### src/sqf_pkg.sv
// ----------------------------------------------------------------------------
// SOGI quadrature filter package
// Widths, register indexes, sequencer types and saturation helpers.
// ----------------------------------------------------------------------------
package sqf_pkg;

    localparam int SampleBitsDef = 16;
    localparam int DelayBitsDef  = 48;
    localparam int OutBits       = 18;
    localparam int DlyFrac       = 24;
    localparam int CoefFrac      = 30;
    localparam int CoefW         = 37;
    localparam int CoefMagW      = 36;
    localparam int FreqBits      = 20;
    localparam int PeriodBits    = 32;
    localparam int GainBits      = 16;
    localparam int OffsetBits    = 16;
    localparam int CfgIdxW       = 2;
    localparam int CfgDataW      = 32;
    localparam int DigitW        = 16;
    localparam int Digits        = 4;
    localparam int MacW          = 100;
    localparam int DivSteps      = 32;
    localparam int CntW          = 5;

    localparam logic [PeriodBits-1:0] PeriodReset = 32'd429497;
    localparam logic [GainBits-1:0]   GainReset   = 16'd5793;

    typedef enum logic [CfgIdxW-1:0] {
        CFG_OFFSET = 2'd0,
        CFG_PERIOD = 2'd1,
        CFG_GAIN   = 2'd2
    } t_cfg_idx;

    typedef enum logic [3:0] {
        ST_IDLE, ST_MX, ST_MSQ, ST_MKX, ST_SUMD, ST_NORM, ST_DIVI, ST_DIV,
        ST_MBP, ST_MCS, ST_MQ0, ST_COEF, ST_FLOAD, ST_FRUN, ST_FACC, ST_OUT
    } t_state;

    typedef enum logic [4:0] {
        OP_NONE, OP_LOAD, OP_MX, OP_MSQ, OP_MKX, OP_SUMD, OP_NORM, OP_DIVI,
        OP_DIV, OP_MBP, OP_MCS, OP_MQ0, OP_COEF, OP_FLOAD, OP_FRUN, OP_FACC,
        OP_OUT
    } t_dp_op;

    // filter products in issue order
    typedef enum logic [3:0] {
        P_A1_WA1, P_A2_WA2, P_BP_INA, P_NBP_WA2,
        P_A1_WB1, P_A2_WB2, P_Q0_INB, P_Q02_WB1, P_Q0_WB2
    } t_prod;

    typedef struct packed {
        t_dp_op op;
        t_prod  prod;
    } t_dp_cmd;

    typedef struct packed {
        logic norm_done;
        logic out_free;
    } t_dp_status;

    function automatic logic signed [63:0] sat64(input logic signed [64:0] v);
        logic signed [63:0] r;
        if (v[64] != v[63]) begin
            r = v[64] ? {1'b1, 63'd0} : {1'b0, {63{1'b1}}};
        end else begin
            r = v[63:0];
        end
        return r;
    endfunction

    // floor by 2^24, then saturate to the output width
    function automatic logic [OutBits-1:0] to_out(input logic signed [63:0] v);
        logic signed [39:0] r;
        logic [OutBits-1:0] o;
        r = $signed(v[63:24]);
        if (r > 40'sd131071) begin
            o = 18'h1FFFF;
        end else if (r < -40'sd131072) begin
            o = 18'h20000;
        end else begin
            o = r[OutBits-1:0];
        end
        return o;
    endfunction

endpackage

### src/sqf_ctrl.sv
// ----------------------------------------------------------------------------
// SOGI quadrature filter sequencer
// Steps the datapath through coefficient, reciprocal and biquad phases.
// ----------------------------------------------------------------------------
module sqf_ctrl import sqf_pkg::*; (
    input  logic       i_clk,
    input  logic       i_rst_n,
    input  logic       i_in_valid,
    output logic       o_in_ready,
    input  t_dp_status i_status,
    output t_dp_cmd    o_cmd
);

    t_state          r_state, n_state;
    logic [CntW-1:0] r_cnt, n_cnt;
    t_prod           r_prod, n_prod;

    always_ff @(posedge i_clk) begin
        if (!i_rst_n) begin
            r_state <= ST_IDLE;
            r_cnt   <= '0;
            r_prod  <= P_A1_WA1;
        end else begin
            r_state <= n_state;
            r_cnt   <= n_cnt;
            r_prod  <= n_prod;
        end
    end

    always_comb begin
        n_state = r_state;
        n_cnt   = r_cnt;
        n_prod  = r_prod;
        case (r_state)
            ST_IDLE: begin
                if (i_in_valid) n_state = ST_MX;
            end
            ST_MX:   n_state = ST_MSQ;
            ST_MSQ:  n_state = ST_MKX;
            ST_MKX:  n_state = ST_SUMD;
            ST_SUMD: n_state = ST_NORM;
            ST_NORM: begin
                if (i_status.norm_done) n_state = ST_DIVI;
            end
            ST_DIVI: begin
                n_state = ST_DIV;
                n_cnt   = '0;
            end
            ST_DIV: begin
                if (r_cnt == CntW'(DivSteps - 1)) begin
                    n_state = ST_MBP;
                end else begin
                    n_cnt = r_cnt + CntW'(1);
                end
            end
            ST_MBP:  n_state = ST_MCS;
            ST_MCS:  n_state = ST_MQ0;
            ST_MQ0:  n_state = ST_COEF;
            ST_COEF: begin
                n_state = ST_FLOAD;
                n_prod  = P_A1_WA1;
            end
            ST_FLOAD: begin
                n_state = ST_FRUN;
                n_cnt   = '0;
            end
            ST_FRUN: begin
                if (r_cnt == CntW'(Digits - 1)) begin
                    n_state = ST_FACC;
                end else begin
                    n_cnt = r_cnt + CntW'(1);
                end
            end
            ST_FACC: begin
                if (r_prod == P_Q0_WB2) begin
                    n_state = ST_OUT;
                end else begin
                    n_prod  = t_prod'(r_prod + 4'd1);
                    n_state = ST_FLOAD;
                end
            end
            ST_OUT: begin
                if (i_status.out_free) n_state = ST_IDLE;
            end
            default: n_state = ST_IDLE;
        endcase
    end

    always_comb begin
        o_in_ready = 1'b0;
        o_cmd.prod = r_prod;
        o_cmd.op   = OP_NONE;
        case (r_state)
            ST_IDLE: begin
                o_in_ready = 1'b1;
                if (i_in_valid) o_cmd.op = OP_LOAD;
            end
            ST_MX:    o_cmd.op = OP_MX;
            ST_MSQ:   o_cmd.op = OP_MSQ;
            ST_MKX:   o_cmd.op = OP_MKX;
            ST_SUMD:  o_cmd.op = OP_SUMD;
            ST_NORM:  o_cmd.op = OP_NORM;
            ST_DIVI:  o_cmd.op = OP_DIVI;
            ST_DIV:   o_cmd.op = OP_DIV;
            ST_MBP:   o_cmd.op = OP_MBP;
            ST_MCS:   o_cmd.op = OP_MCS;
            ST_MQ0:   o_cmd.op = OP_MQ0;
            ST_COEF:  o_cmd.op = OP_COEF;
            ST_FLOAD: o_cmd.op = OP_FLOAD;
            ST_FRUN:  o_cmd.op = OP_FRUN;
            ST_FACC:  o_cmd.op = OP_FACC;
            ST_OUT: begin
                if (i_status.out_free) o_cmd.op = OP_OUT;
            end
            default:  o_cmd.op = OP_NONE;
        endcase
    end

endmodule

### config.mk
export PLATFORM = sky130hd
export DESIGN_NAME = sqf_ctrl
export DESIGN_NICKNAME = d
export VERILOG_FILES = /design/src/sqf_pkg.sv /design/src/sqf_ctrl.sv
export SDC_FILE = /design/constraint.sdc
export NUM_CORES = 1
export LEC_CHECK = 0
export BUFFER_PORTS_ARGS = -buffer_cell sky130_fd_sc_hd__buf_2
export CAP_MARGIN = 10
export CORE_MARGIN = 10
export CORE_UTILIZATION = 55
export CTS_CLUSTER_SIZE = 12
export DETAILED_ROUTE_END_ITERATION = 10
export PLACE_DENSITY = 0.76
export SETUP_SLACK_MARGIN = 0.4
export SLEW_MARGIN = 20
export SYNTH_ARGS = -nofsm -noshare
export SYNTH_HDL_FRONTEND = slang
export SYNTH_SLANG_ARGS = --single-unit
### constraint.sdc
create_clock -name i_clk -period 1.94 [get_ports i_clk]
set_input_delay 0 -clock i_clk [delete_from_list [all_inputs] [get_ports i_clk]]
set_output_delay 0 -clock i_clk [all_outputs]
set_load 0.05 [all_outputs]
==> impl_metrics.ini, run 1 <==
[cells_and_area]
mostFrequentLayoutCells = 16 x buf_4, 10 x buf_2, 9 x a21oi_1
final_common_cell = buf_4
final_net_count = 181
antenna_cells = 0
areaGrowthSynthToFinish_pct = 51.4
drive_above_1_share = 0.576

[power]
total_power_mw = 1.90
power.leakage_nw = 0.641
p_per_area_mw_per_mm2 = 1080
vdd_drop_max_mv = 1.70

[yosys]
synth_warnings = 0
synth_nets = 148
synth_area_leaders = dfxtp_1 22%, ha_1 11%, a21oi_1 4.3%
synthDistinctLibCells = 57
syn_inst = 133
yosysTopAreaCell = dfxtp_1
synthFlopType = dfxtp_1
synth_top_area_frac = 0.223
ys_seq_area_frac = 0.223
ys_seq_elements = 13
async_flop_share = 0
synth_area_per_cell_um2 = 8.76
synth_edf_count = 0
synthesis.area_mm2 = 0.00116

[place]
hpwlAfterDp_um = 2200
portBuffers = 14
gp_congestion = 0.911
post-place-ws_ns = 0.102

[routing]
viasPerCell = 7.09
first_pass_iters = 4
drt_iter0_markers = 135
wl_per_cell_um = 24.1
ant_nets = 0
vias = 1362
finalWirelength_um = 4640
drc = 0

[sta]
fmax_ghz = 0.553
tightest_slew_ns = 0.436
relSlewSlack = 0.708
period_share = 0.932
rsz0062_at_grt = true
drv_slew = 0
setup_ws_ns = 0.131
finalHoldViolations = 0
final.min_clock_period_ns = 1.81
clock_skew_ns = 0.0288
setup_viol = 0
tns_ns = 0

[outcome]
status = completed

[clock_tree]
clockBufferDepth = 2
cts_sinks = 13
htree_num_levels = 1
path_clk_slew_ns = 0.11
clock-root-buffer = clkbuf_4
numCtsBuffers = 3
cts_tree = built
clk_latency_ns = 0.31

[job]
drv_cap = 0

[floorplan]
coreArea_mm2 = 0.00198
dieArea_mm2 = 0.00436
die_y_um = 66.0
io_pins = 15
std_cell_rows = 16
initial_core_util = 0.588
die_w_um = 66.0

[worst_setup_path]
cp.required_ns = 1.94
start_kind = flop
end_kind = primary output
worstPathArrival_ns = 1.81
crit_fanout = 13
path_class = flop to primary output

[global_route]
gr-total-overflow = 0
antenna_found_initial = 0
grt_pass1_vias = 1261
track_usage = 0.167
grt_max_degree = 18
grt_pass1_wl_um = 5890

[hold_path]
min_path_type = primary input to flop
cell families after synthesis:
| logic type | count (synthesis) | synth area share |
|---|---|---|
| AOI/OAI and AO/OA | 47 | 0.314 |
| and+or+nand+nor | 43 | 0.256 |
| adders and majority gates | 10 | 0.107 |
| DFF | 13 | 0.223 |
| muxes | 2 | 0.0183 |
| buffers and inverters | 18 | 0.0816 |
critical path, stage by stage, from the launching register on:
cell      delay, ns
dfxtp_4        0.45
buf_8          0.19
a211oi_2       0.08
o31a_1         0.33
a211o_1        0.28
buf_6          0.16
Yosys cell counts (all sizes together) (2+ instances only):
cell type   n
nor2b       4
o21bai      2
o41ai       3
a31oi       4
and3        3
nor3        2
o311ai      2
nand3       5
inv        10
nor3b       2
nor2        6
buf         7
dfxtp      13
nand2b      3
nand2       3
and3b       2
a211oi      5
nand4b      3
o21ai       6
o31ai       2
ha         10
a21oi      10
nand4       3
metal layers:
| layer | vias to the layer above | track usage | part of all wire |
|---|---|---|---|
| li1 | 574 | - | - |
| met1 | 635 | 0.198 | 0.36 |
| met2 | 120 | 0.264 | 0.45 |
| met3 | 33 | 0.0627 | 0.12 |
| met4 | 0 | 0.0707 | 0.067 |
| met5 | - | 0 | 0 |
worst paths after layout:
path	start	endpoint	slack (ns)	cells past startpoint
hold reg to reg	r_cnt[1]	r_cnt[1]	0.51	2
setup / recovery	r_state[3]	o_cmd[4]	0.13	5
setup reg to reg	r_state[0]	r_state[1]	0.15	7
hold / removal	i_rst_n	r_state[2]	0.04	2
registers in the layout, indices dropped and copies added, names as in the netlist:
name and cells:
r_state 4, r_prod 4, r_cnt 5
report_power, final:
group	internal [mW]	total [mW]	switching, mW
logic	0.567	1.34	0.776
clock network	0.0802	0.191	0.111
registers	0.295	0.364	0.0690
total	0.943	1.90	0.956
per-stage QoR:
step / area, µm² / utilization / std cells / hold slack, ns
after detailed placement: 1270 / 0.642 / 170 / 0.320
after floorplan: 1200 / - / 133 / 0.146
after global routing: 1760 / 0.890 / 192 / 0.0479
final: 1760 / 0.890 / 192 / 0.0410
after CTS: 1630 / 0.821 / 187 / 0.0142
after global placement: 1270 / 0.642 / 170 / 0.315
final cells by class:
type	count	area [µm²]
flip-flops and latches	13	290
multi-input cells	102	1080
inverters	11	53.8
clock buffers	4	26.3
repair buffers	35	275
well taps	27	33.8
fillers	72	218
repair_timing:
item / 4_1_cts / 5_1_grt
setup buffers: 13 / 5
gates resized for setup: 53 / 22
hold buffers: 0 / 0
setup endpoints to repair: 18 / 17
gates cloned: 0 / 0
pin swaps: 14 / 12
Note: power is estimated with default switching activity, not from simulation.
==> run 2: changes to the inputs <==
- ABC_AREA: unset -> 1
==> run 2 against run 1 <==
  * Clock power down 9.9%
  * Die area shrank 0.67%
  * Wire length decreased by 29%
  * Via count down 7.8%
  * Synthesized cell count is 38% higher
  * Clock skew down 0.020 ns
  * Global-route usage decreased by 2.6 points
  * Non-clock buffer count fell by 15
  * Sequential power rose by 20%
  * Register-to-register slack better by 0.26 ns
  * Hold slack worse by 0.0025 ns
  * Cell count grew 20%
  * Critical path type unchanged
  * Critical endpoint unchanged
==> impl_metrics.ini, run 2 <==
[routing]
wl_per_cell_um = 14.3
vias = 1256
viasPerCell = 5.46
drt_iter0_markers = 107
finalWirelength_um = 3290
first_pass_iters = 4
ant_nets = 0
drc = 0

[clock_tree]
cts_hold_buf = 0
numCtsBuffers = 3
path_clk_slew_ns = 0.09
cts_sinks = 13
clockBufferDepth = 2
clk_latency_ns = 0.28
htree_num_levels = 1
cts_tree = built
clock-root-buffer = clkbuf_4

[worst_setup_path]
cpMaxStageDelayCell = dfxtp_4
crit_top_cell = nor2_1
ff2ff_setup_slack_ns = 0.41
critical_path.endpoint = o_cmd[4]
end_kind = primary output
slowest_delay_ns = 0.37
crit_cells = 10
crit_start = r_state[0]
crit_fanout = 4
path_buf_inv = 3
worstPathCellList = buf_12 > ha_4 > inv_4 > nand2_4 > nor2_2 > nor2_1 > nor2_1 > nand3_1 > nand4_1 > buf_6
r2r_end = r_prod[1]
path_class = flop to primary output
cp.required_ns = 1.94
reg2regPathDepth = 9
start_kind = flop
worstPathArrival_ns = 1.71
critical-path-top-delay-family = simple AND/OR/NAND/NOR gates
r2r-start = r_state[0]

[cells_and_area]
regMostFlops = r_cnt
mostFrequentLayoutCells = 29 x nor2_1, 23 x inv_1, 23 x nand2_1
areaGrowthSynthToFinish_pct = 33.3
final_area_mm2 = 0.00154
drive_above_1_share = 0.384
largest_reg_flops = 5
antenna_cells = 0
final_common_cell = nor2_1
final_net_count = 219
top_regs = r_cnt (5), r_prod (4), r_state (4)

[place]
hpwlAfterDp_um = 2110
portBuffers = 14
placed_cell_area_mm2 = 0.00123
gp_congestion = 0.875
post-place-ws_ns = 0.280

[yosys]
synth-compound-area-share = 0.108
synth_area_per_cell_um2 = 6.30
ys_seq_area_frac = 0.226
synth.most_common_cell = nor2_1
synth_warnings = 0
synth_top_family_by_area = simple AND/OR/NAND/NOR gates
synthesis.area_mm2 = 0.00115
synth_edf_count = 0
yosysTopAreaCell = dfxtp_1
synth-adder-area-share = 0.108
ys_seq_elements = 13
synthSimpleGateAreaFrac = 0.411
synthDistinctLibCells = 23
synth_top_area_frac = 0.226
yosys-top-cells-count = 38 x nor2_1, 28 x inv_1, 26 x nand2_1
async_flop_share = 0
synth_area_leaders = dfxtp_1 23%, nor2_1 12%, ha_1 11%
synthFlopType = dfxtp_1
synth_nets = 198
synth_xor_xnor_area_share = 0.00759
syn_inst = 183
synth_mux_area_frac = 0

[global_route]
antenna_found_initial = 0
track_usage = 0.141
grt_pass1_wl_um = 5030
grt_util_met1 = 0.158
met3_usage = 0.0271
top_usage_layer = met2
grt_max_degree = 12
grt_pass1_vias = 1179
use_met2 = 0.240
gr-total-overflow = 0

[floorplan]
initial_core_util = 0.582
die_y_um = 65.8
die_w_um = 65.8
std_cell_rows = 16
coreArea_mm2 = 0.00198
io_pins = 15
dieArea_mm2 = 0.00433

[sta]
tightest_slew_ns = 0.290
fmax_ghz = 0.584
setup_ws_ns = 0.228
clock_skew_ns = 0.00870
period_share = 0.882
rsz0062_at_grt = true
tns_ns = 0
final.min_clock_period_ns = 1.71
whs_ns = 0.0385
finalHoldViolations = 0
relSlewSlack = 0.806
drv_slew = 0
setup_viol = 0

[power]
vdd_drop_max_mv = 1.13
power.leakage_nw = 0.718
p_per_area_mw_per_mm2 = 1370

[hold_path]
min_path_type = primary input to flop

[outcome]
status = completed

[job]
drv_cap = 0
run 2: cell types whose count changed in the layout (fill, tap and decap cells not counted), moves of 4 or more:
cell / previous run / this run
o21ai_1: 1 / 8
dfxtp_1: 3 / 7
nor2_2: 1 / 5
buf_6: 8 / 3
o21ai_0: 2 / 7
inv_1: 8 / 23
nor2_4: 0 / 6
buf_4: 16 / 5
inv_2: 0 / 4
nand3_1: 3 / 9
nor2_1: 5 / 29
nand2_1: 2 / 23
nand2_4: 0 / 7
inv_4: 0 / 4
run 2: metrics by stage:
stage | total power [mW] | utilization | std cells
floorplan | 1.28 | - | 183
global placement | 1.43 | 0.622 | 220
detailed placement | 1.45 | 0.622 | 220
CTS | 1.93 | 0.715 | 227
global route | 2.24 | 0.776 | 230
finish | 2.11 | 0.776 | 230
run 2: per-layer routing:
layer | vias up | share of wire
li1 | 620 | -
met1 | 557 | 0.39
met2 | 54 | 0.49
met3 | 25 | 0.058
met4 | 0 | 0.060
met5 | - | 0
run 2: kinds of logic after synthesis:
group,after synthesis
buf+inv,36
fa+ha+maj,10
xor+xnor,1
simple gates,98
compound gates,25
flops,13
run 2: worst register-to-register path, cell delays in order, from the launching register on:
cell and delay, ns:
dfxtp_4 0.37, inv_4 0.09, ha_4 0.18, inv_4 0.06, nor2_1 0.25, nand2_1 0.11
nand2_2 0.13, inv_1 0.07, a21oi_1 0.12, nor2_1 0.05
run 2: layout make-up:
type | count | area, µm²
Clock buffer | 3 | 22.5
Clock inverter | 1 | 5.00
Fill cell | 140 | 444
Inverter | 32 | 135
Multi-Input combinational cell | 134 | 915
Sequential cell | 13 | 280
Tap cell | 27 | 33.8
Timing Repair Buffer | 20 | 146
run 2: worst min path at each step:
stage / startpoint / end / slack (ns) / depth (start not counted)
finish: i_rst_n / r_state[0] / 0.04 / 3
global route: i_rst_n / r_state[0] / 0.07 / 3
CTS: i_rst_n / r_state[0] / 0.04 / 3
detailed placement: i_rst_n / r_state[2] / 0.35 / 3
global placement: i_rst_n / r_state[0] / 0.34 / 3
floorplan: i_rst_n / r_prod[2] / 0.16 / 2
run 2: where the power goes:
group	switching [mW]	internal, mW
Sequential	0.0985	0.337
Combinational	0.959	0.544
Clock	0.0949	0.0766
Total	1.15	0.958
run 2: repair_timing:
| action | in CTS | in global routing |
|---|---|---|
| pin swaps | 7 | 15 |
| resized for setup | 40 | 28 |
| endpoints found under the setup margin | 15 | 16 |
| setup buffers | 3 | 3 |
==> run 3: changes to the inputs <==
- MAX_ROUTING_LAYER: unset -> met4
==> run 3 against run 2 <==
  * Register-to-register slack barely moved
  * Sequential share of layout area unchanged
  * Wire length decreased by 0.49%
  * Clock power hardly changed
  * Critical endpoint unchanged
  * Combinational power about the same
  * Clock skew shrank 0.00065 ns
  * Largest cell class unchanged
  * Hold slack about the same
  * Core utilization stayed put
  * Global-route usage rose by 0.40 points
==> impl_metrics.ini, run 3 (synthesis results as in run 2) <==
[outcome]
status = completed

[global_route]
gr-total-overflow = 0
antenna_found_initial = 0
grt_pass1_vias = 1178
track_usage = 0.145
grt_pass1_wl_um = 5030
grt_max_degree = 12

[place]
gp_congestion = 0.890
hpwlAfterDp_um = 2110
post-place-ws_ns = 0.280
portBuffers = 14

[power]
switching_power_mw = 1.15
internal-power_mw = 0.958
power.leakage_nw = 0.718
combPwrFrac = 0.712
vdd_drop_max_mv = 1.13
p_clk_frac = 0.081
p_per_area_mw_per_mm2 = 1370
share_seq_of_total_power = 0.207
swShare = 0.546

[routing]
vias = 1247
first_pass_iters = 4
drc = 0
drt_iter0_markers = 106
viasPerCell = 5.42
wl_per_cell_um = 14.2
finalWirelength_um = 3270
ant_nets = 0

[sta]
rsz0062_at_grt = true
setup_ws_ns = 0.228
finalHoldViolations = 0
tightest_slew_ns = 0.292
setup_viol = 0
fmax_ghz = 0.584
clock_skew_ns = 0.00804
whs_ns = 0.0386
drv_slew = 0
relSlewSlack = 0.805
period_share = 0.883
final.min_clock_period_ns = 1.71
tns_ns = 0

[clock_tree]
cts_sinks = 13
clk_latency_ns = 0.28
numCtsBuffers = 3
cts_tree = built
cts_hold_buf = 0
htree_num_levels = 1
path_clk_slew_ns = 0.09
clockBufferDepth = 2
clock-root-buffer = clkbuf_4

[cells_and_area]
top_regs = r_cnt (5), r_prod (4), r_state (4)
largest_reg_flops = 5
final_net_count = 219
mostFrequentLayoutCells = 29 x nor2_1, 23 x inv_1, 23 x nand2_1
final_common_cell = nor2_1
drive_above_1_share = 0.384
antenna_cells = 0
regMostFlops = r_cnt
areaGrowthSynthToFinish_pct = 33.3

[worst_setup_path]
critical-path-top-delay-family = simple AND/OR/NAND/NOR gates
path_buf_inv = 3
cp.required_ns = 1.94
worstPathCellList = buf_12 > ha_4 > inv_4 > nand2_4 > nor2_2 > nor2_1 > nor2_1 > nand3_1 > nand4_1 > buf_6
end_kind = primary output
worstPathArrival_ns = 1.71
start_kind = flop
path_class = flop to primary output
slowest_delay_ns = 0.37
cpMaxStageDelayCell = dfxtp_4
crit_fanout = 4
crit_top_cell = nor2_1

[floorplan]
dieArea_mm2 = 0.00433
initial_core_util = 0.582
coreArea_mm2 = 0.00198
die_w_um = 65.8
io_pins = 15
die_y_um = 65.8
std_cell_rows = 16

[hold_path]
min_path_type = primary input to flop

[job]
drv_cap = 0
==> run 3: layout make-up <==
| cell class | count | area, µm² |
|---|---|---|
| Sequential cell | 13 | 280 |
| Fill cell | 140 | 444 |
| Clock buffer | 3 | 22.5 |
| Inverter | 32 | 135 |
| Tap cell | 27 | 33.8 |
| Clock inverter | 1 | 5.00 |
| Multi-Input combinational cell | 134 | 915 |
| Timing Repair Buffer | 20 | 146 |
==> run 3: path summary, 6_finish.rpt <==
kind	startpoint	end	slack, ns	cells past startpoint
min reg2reg	r_cnt[1]	r_cnt[1]	0.51	2
min	i_rst_n	r_state[0]	0.04	3
max	r_state[0]	o_cmd[4]	0.23	10
max reg2reg	r_state[0]	r_prod[1]	0.40	9
==> run 3: stage by stage <==
stage               instances  utilization  power, mW  instance area (µm²)
floorplan                 183            -       1.28                 1160
global placement          220        0.622       1.43                 1230
detailed placement        220        0.622       1.45                 1230
CTS                       227        0.715       1.93                 1420
global route              230        0.776       2.24                 1540
finish                    230        0.776       2.11                 1540
==> run 3: worst min-delay path, stage by stage <==
cell     delay, ns
buf_2         0.17
nand2_1       0.09
nor2_1        0.04
==> run 3: what timing repair did <==
item | 4_1_cts | 5_1_grt
resized for setup | 40 | 28
pin swaps | 7 | 15
endpoints found under the setup margin | 15 | 16
gates cloned | 0 | 0
setup buffers | 3 | 3
==> run 3: per-layer routing <==
layer	part of all wire	wire, µm	global-route usage	vias to the layer above
met5	0	0	-	-
met4	0.056	184	0.0829	0
met3	0.057	187	0.0271	23
met2	0.49	1610	0.240	50
met1	0.39	1290	0.158	554
li1	-	-	-	620
==> run 3: power by group through the flow <==
stage	combinational (mW)	sequential, mW	clock [mW]
2_1_floorplan	0.911	0.370	0
3_3_place_gp	1.05	0.387	0
3_5_place_dp	1.06	0.392	0
4_1_cts	1.33	0.423	0.173
5_1_grt	1.61	0.447	0.180
6_report	1.50	0.436	0.171
